### src/sv/sma_pkg.sv
`default_nettype none

package sma_pkg;

  localparam int PRICE_W        = 32;
  localparam int BAL_W          = 48;
  localparam int WIN_W          = 9;
  localparam int FRAC_W         = 17;
  localparam int FRAC_SHIFT     = 16;
  localparam int MAX_WINDOW_DEF = 256;

  localparam int CFG_IDX_W  = 2;
  localparam int CFG_DATA_W = 17;

  localparam logic [WIN_W-1:0]  LONG_RST  = 9'd200;
  localparam logic [WIN_W-1:0]  SHORT_RST = 9'd50;
  localparam logic [FRAC_W-1:0] FRAC_RST  = 17'd6554;
  localparam logic [FRAC_W-1:0] FRAC_ONE  = 17'h10000;

  // shared shift-add / subtract unit
  localparam int OPW    = 48;
  localparam int ACC_W  = OPW + FRAC_W;
  localparam int STEP_W = $clog2(OPW + 1);

  typedef enum logic [1:0] {
    ACT_NONE = 2'd0,
    ACT_BUY  = 2'd1,
    ACT_SELL = 2'd2
  } action_t;

  typedef enum logic [1:0] {
    REL_EQUAL = 2'd0,
    REL_ABOVE = 2'd1,
    REL_BELOW = 2'd2
  } rel_t;

  typedef enum logic [1:0] {
    CFG_LONG  = 2'd0,
    CFG_SHORT = 2'd1,
    CFG_FRAC  = 2'd2
  } cfg_reg_t;

  typedef enum logic {
    ALU_MUL = 1'b0,
    ALU_DIV = 1'b1
  } alu_op_t;

  typedef struct packed {
    logic              start;
    alu_op_t           op;
    logic [STEP_W-1:0] steps;
  } alu_cmd_t;

  typedef enum logic [3:0] {
    ST_IDLE,
    ST_RD_S,
    ST_RD_L,
    ST_UPD,
    ST_CHK,
    ST_LHS_GO,
    ST_LHS_WAIT,
    ST_RHS_GO,
    ST_RHS_WAIT,
    ST_MUL_GO,
    ST_MUL_WAIT,
    ST_DIV_GO,
    ST_DIV_WAIT,
    ST_FIN
  } state_t;

  typedef struct packed {
    logic [PRICE_W-1:0] close_price;
    logic [BAL_W-1:0]   available_balance;
  } tick_t;

  typedef struct packed {
    action_t            action;
    logic [BAL_W-1:0]   trade_shares;
    logic [PRICE_W-1:0] trade_price;
    logic               position_held;
    logic               zero_price_skip;
  } trade_t;

endpackage

`default_nettype wire

### src/sv/sma_alu.sv
`default_nettype none

// One adder, one bit per cycle: MSB-first shift-add multiply or restoring divide.
// Multiplier / dividend enter MSB-aligned in b_in; the quotient collects in b.
module sma_alu (
  input  logic                        clk,
  input  logic                        rst,
  input  sma_pkg::alu_cmd_t           cmd,
  input  logic [sma_pkg::OPW-1:0]     a_in,
  input  logic [sma_pkg::OPW-1:0]     b_in,
  output logic                        done,
  output logic [sma_pkg::ACC_W-1:0]   acc,
  output logic [sma_pkg::OPW-1:0]     quo
);

  localparam int AW = sma_pkg::ACC_W;
  localparam int OW = sma_pkg::OPW;

  sma_pkg::alu_op_t          op;
  logic                      busy;
  logic [sma_pkg::STEP_W-1:0] cnt;
  logic [OW-1:0]             a;
  logic [OW-1:0]             b;

  logic [AW-1:0] shifted;
  logic [AW-1:0] addend;
  logic [AW:0]   sum;
  logic          is_div;
  logic          carry;
  logic [AW-1:0] acc_next;
  logic [OW-1:0] b_next;

  always_comb begin
    is_div  = (op == sma_pkg::ALU_DIV);
    shifted = {acc[AW-2:0], is_div & b[OW-1]};
    if (is_div) begin
      addend = ~AW'(a);
    end else begin
      addend = b[OW-1] ? AW'(a) : '0;
    end
    // divide: shifted + ~a + 1, carry out means shifted >= a
    sum      = {1'b0, shifted} + {1'b0, addend} + (AW + 1)'(is_div);
    carry    = sum[AW];
    acc_next = (is_div && !carry) ? shifted : sum[AW-1:0];
    b_next   = {b[OW-2:0], is_div & carry};
  end

  always_ff @(posedge clk) begin
    if (rst) begin
      busy <= 1'b0;
      done <= 1'b0;
      cnt  <= '0;
    end else begin
      done <= 1'b0;
      if (cmd.start) begin
        busy <= 1'b1;
        cnt  <= cmd.steps;
        op   <= cmd.op;
        a    <= a_in;
        b    <= b_in;
        acc  <= '0;
      end else if (busy) begin
        acc <= acc_next;
        b   <= b_next;
        cnt <= cnt - sma_pkg::STEP_W'(1);
        if (cnt == sma_pkg::STEP_W'(1)) begin
          busy <= 1'b0;
          done <= 1'b1;
        end
      end
    end
  end

  assign quo = b;

endmodule

`default_nettype wire

### config.mk
export PLATFORM = sky130hd
export DESIGN_NAME = sma_alu
export DESIGN_NICKNAME = d
export VERILOG_FILES = /design/src/sv/sma_pkg.sv /design/src/sv/sma_alu.sv
export SDC_FILE = /design/constraint.sdc
export NUM_CORES = 1
export LEC_CHECK = 0
export BUFFER_PORTS_ARGS = -buffer_cell sky130_fd_sc_hd__buf_2
export CAP_MARGIN = 20
export CORE_ASPECT_RATIO = 1.25
export CORE_MARGIN = 4
export CORE_UTILIZATION = 55
export DETAILED_ROUTE_END_ITERATION = 10
export PLACE_DENSITY = 0.83
export SETUP_SLACK_MARGIN = 0.2
export SLEW_MARGIN = 10
export SYNTH_ARGS = -nofsm -noshare
export SYNTH_HDL_FRONTEND = slang
export SYNTH_SLANG_ARGS = --single-unit
export TNS_END_PERCENT = 5
### constraint.sdc
create_clock -name clk -period 10.65 [get_ports clk]
set_input_delay 0 -clock clk [delete_from_list [all_inputs] [get_ports clk]]
set_output_delay 0 -clock clk [all_outputs]
set_load 0.1 [all_outputs]
==> out/qor.yml <==
clock_network:
  cts_tree: "yes"
  h-tree-depth: 4
  clk_root_buffer_cell: "clkbuf_16"
  cts.path.max_buffers: 2
  cts_made_buffers: 17
  clk-insertion-delay-late_ps: 440
  clkTransAtPathRegs_ps: 80
  cts_resized: 0
  post_cts_buffers: 0
  cts.sinks: 170
worst_setup_path:
  crit_chain: "buf_4 > nor2b_2 > buf_4 > mux2_2 > ha_1 > nand4_1 > nor3_1 > inv_1 > o31ai_4 > o31ai_4 > o21ai_2 > a31o_4 > buf_4 > mux2i_1 > nor2_1"
  cpPeakStageDelay_ps: 800
  slowest_stage: "buf_4"
  cpMostUsedCell: "buf_4"
  worstPathArrival_ps: 5690
  worstRegToRegCells: 15
  rr_startpoint: "is_div"
  r2r_end: "acc[23]"
  path_class: "reg2reg"
  startpoint_type: "flop"
  critPathRequiredTime_ps: 10800
  crit_fanout: 70
  r2r_setup_slack_ps: 5120
  cp-end-kind: "flop"
floorplan:
  dieWidth_um: 137
  ioPinCount: 220
  placementRows: 58
  die_h_um: 169
  core_area_sq_um: 20200
  die-area_sq_um: 23000
  start_util_pct: 56.1
timing:
  clock_skew_ps: 16.5
  setup_viol: 0
  whs_ps: 153
  period_minus_slack_ps: 5530
  clock.fmax_mhz: 181
  rsz0062_at_grt: "no"
  drv_slew: 0
  finalCritPeriodShare_pct: 51.9
  hold_viol: 0
  maxSlewHeadroom_pct: 35.8
  fin_setup_tns_ps: 0
  worst_pin_slew_ps: 962
grt:
  grt_antenna_before_repair: 0
  track_usage_pct: 27.9
  overflow: 0
  grt_pass1_wl_um: 50900
  grt_pass1_vias: 9905
  grt_max_degree: 77
drt:
  drt_wl_total_um: 32000
  wl_met1_um: 12100
  drtIter0Drc: 676
  postRouteAntennaNets: 0
  wire_per_inst_um: 19.7
  wl_met3_um: 1740
  maxUsedRoutingLayer: "met4"
  vias: 9630
  met2_length_um: 16600
  drc: 0
  drtPass1Iterations: 5
  vias_per_cell: 5.94
synth:
  yosys_warnings: 0
  synthMuxAreaShare_pct: 13.5
  ys_seq_area_share_pct: 44.2
  synth_cell_types: 74
  synth-seq-cells: 170
  yosys.area.top_type_share_pct: 42.8
  synth_xor_area_share_pct: 5.09
  synth_top_cells_by_count: "edfxtp_1 (162), nor2_1 (115), mux2_2 (95)"
  synth_top_family_by_area: "compound AO/OA/AOI/OAI gates"
  synth_area_leaders: "edfxtp_1 (43%), mux2_2 (9.4%), ha_1 (7.3%)"
  synth.most_common_cell: "edfxtp_1"
  synth_edf_count: 162
  synth_compound_area_share_pct: 15.9
  synthAdderAreaFrac_pct: 7.62
  synth_fp_nets: 1218
  ys_async_sr_fraction_pct: 0
  synth_ff_type: "edfxtp_1"
  syn_avg_cell_area_sq_um: 10.9
  synth_area_sq_um: 11400
  synth-simple-area-share_pct: 10.5
  yosys.area.top_type: "edfxtp_1"
  synthCells: 1044
final_layout:
  stdcell_count: 1620
  regArea_sq_um: 5020
  multi_input_area_sq_um: 5990
  finalNetCount: 1511
  nFillCells: 1412
  diodes: 0
  fin_util_pct: 70.5
  drive_above_1_share_pct: 29.1
  area_delta_synth_final_pct: 25.7
place:
  place.gp.congestion: 0.935
  dp_hpwl_um: 21000
  dp.cells: 1478
  port_buffers: 219
min_path:
  hold_start: "cmd[7]"
  holdPathEnd: "acc[52]"
  hold_path.class: "in2reg"
  worstHoldPathCells: 2
power:
  p_leak_uw: 0.00611
  p_int_uw: 1480
  power_frac_comb_pct: 40.7
  seq_power_share_pct: 33.9
  swShare_pct: 41.5
  power_switching_uw: 1050
  power-per-cell-area_nw_per_um2: 178
  clkPwrFrac_pct: 25.5
  vdd_ir_drop_max_mv: 0.129
run_status:
  status: "finished, final reports clean"
flow_run:
  drv_cap: 0
## cell families (layout without fill, tap and decap cells)
| group | after synthesis | after routing |
|---|---|---|
| buffers and inverters | 83 | 389 |
| adders and majority gates | 68 | 68 |
| xor gates and xnor gates | 66 | 66 |
| and+or+nand+nor | 261 | 261 |
| DFF | 170 | 170 |
| AOI/OAI and AO/OA | 255 | 255 |
| muxes | 141 | 141 |
## layout by cell type, fill, tap and decap left out, types with 21 or more instances in the layout
| cell | count |
|---|---|
| buf_2 | 218 |
| edfxtp_1 | 162 |
| nor2_1 | 114 |
| dlygate4sd3_1 | 110 |
| mux2_2 | 95 |
| a21oi_1 | 74 |
| nand2_1 | 69 |
| ha_1 | 66 |
| mux2i_1 | 46 |
| xnor2_1 | 44 |
| a21o_1 | 42 |
| o21ai_0 | 32 |
| xor2_1 | 22 |
| inv_1 | 21 |
## flip-flops by register name, indices dropped and copies added, names as in the netlist
register  count
quo          48
done          1
busy          1
acc          65
cnt           6
is_div        1
a            48
## area by class of cell
type,count,area share (%)
clock inverters,15,1.18
inverters,21,0.552
flip-flops and latches,170,35.2
well taps,270,2.37
clock buffers,17,2.98
multi-input cells,791,42.0
repair buffers,336,15.8
## routing by layer
metal,GRT usage (%),vias up
met3,4.88,108
met4,12.9,0
met1,33.2,4629
met5,0,-
met2,48.7,389
li1,-,4504
## power by group through the flow
| stage | sequential [uW] | clock (uW) | combinational [uW] |
|---|---|---|---|
| floorplan | 1150 | 0 | 523 |
| global placement | 870 | 0 | 962 |
| detailed placement | 871 | 0 | 978 |
| CTS | 857 | 648 | 1020 |
| global route | 865 | 683 | 1110 |
| finish | 859 | 647 | 1030 |
## critical path, delay by kind of cell, from the launching register on
family	cells	cell delay (ps)
fa+ha+maj	1	410
mux	2	610
buf+inv	4	1840
flops	1	330
compound gates	4	960
simple gates	4	1000
## what timing repair did
item,in CTS,in global routing
endpoints found under the setup margin,0,0
hold endpoints to repair,105,0
hold buffers,110,0
## how the worst max path moves through the flow
stage,to,from,slack (ps)
6_report,acc[23],is_div,5120
2_1_floorplan,acc[0],cmd[7],4860
3_5_place_dp,acc[46],is_div,5300
5_1_grt,acc[23],is_div,4770
3_3_place_gp,acc[12],is_div,5510
4_1_cts,acc[46],is_div,5230
## metrics by stage
step / power (uW) / area, sq um / worst slack, ps
2_1_floorplan: 1670 / 11400 / 4860
5_1_grt: 2650 / 14300 / 4770
6_report: 2540 / 14300 / 5120
4_1_cts: 2520 / 14300 / 5230
3_5_place_dp: 1850 / 12600 / 5300
3_3_place_gp: 1830 / 12600 / 5510
No activity file was read; power rests on OpenSTA's default activity.
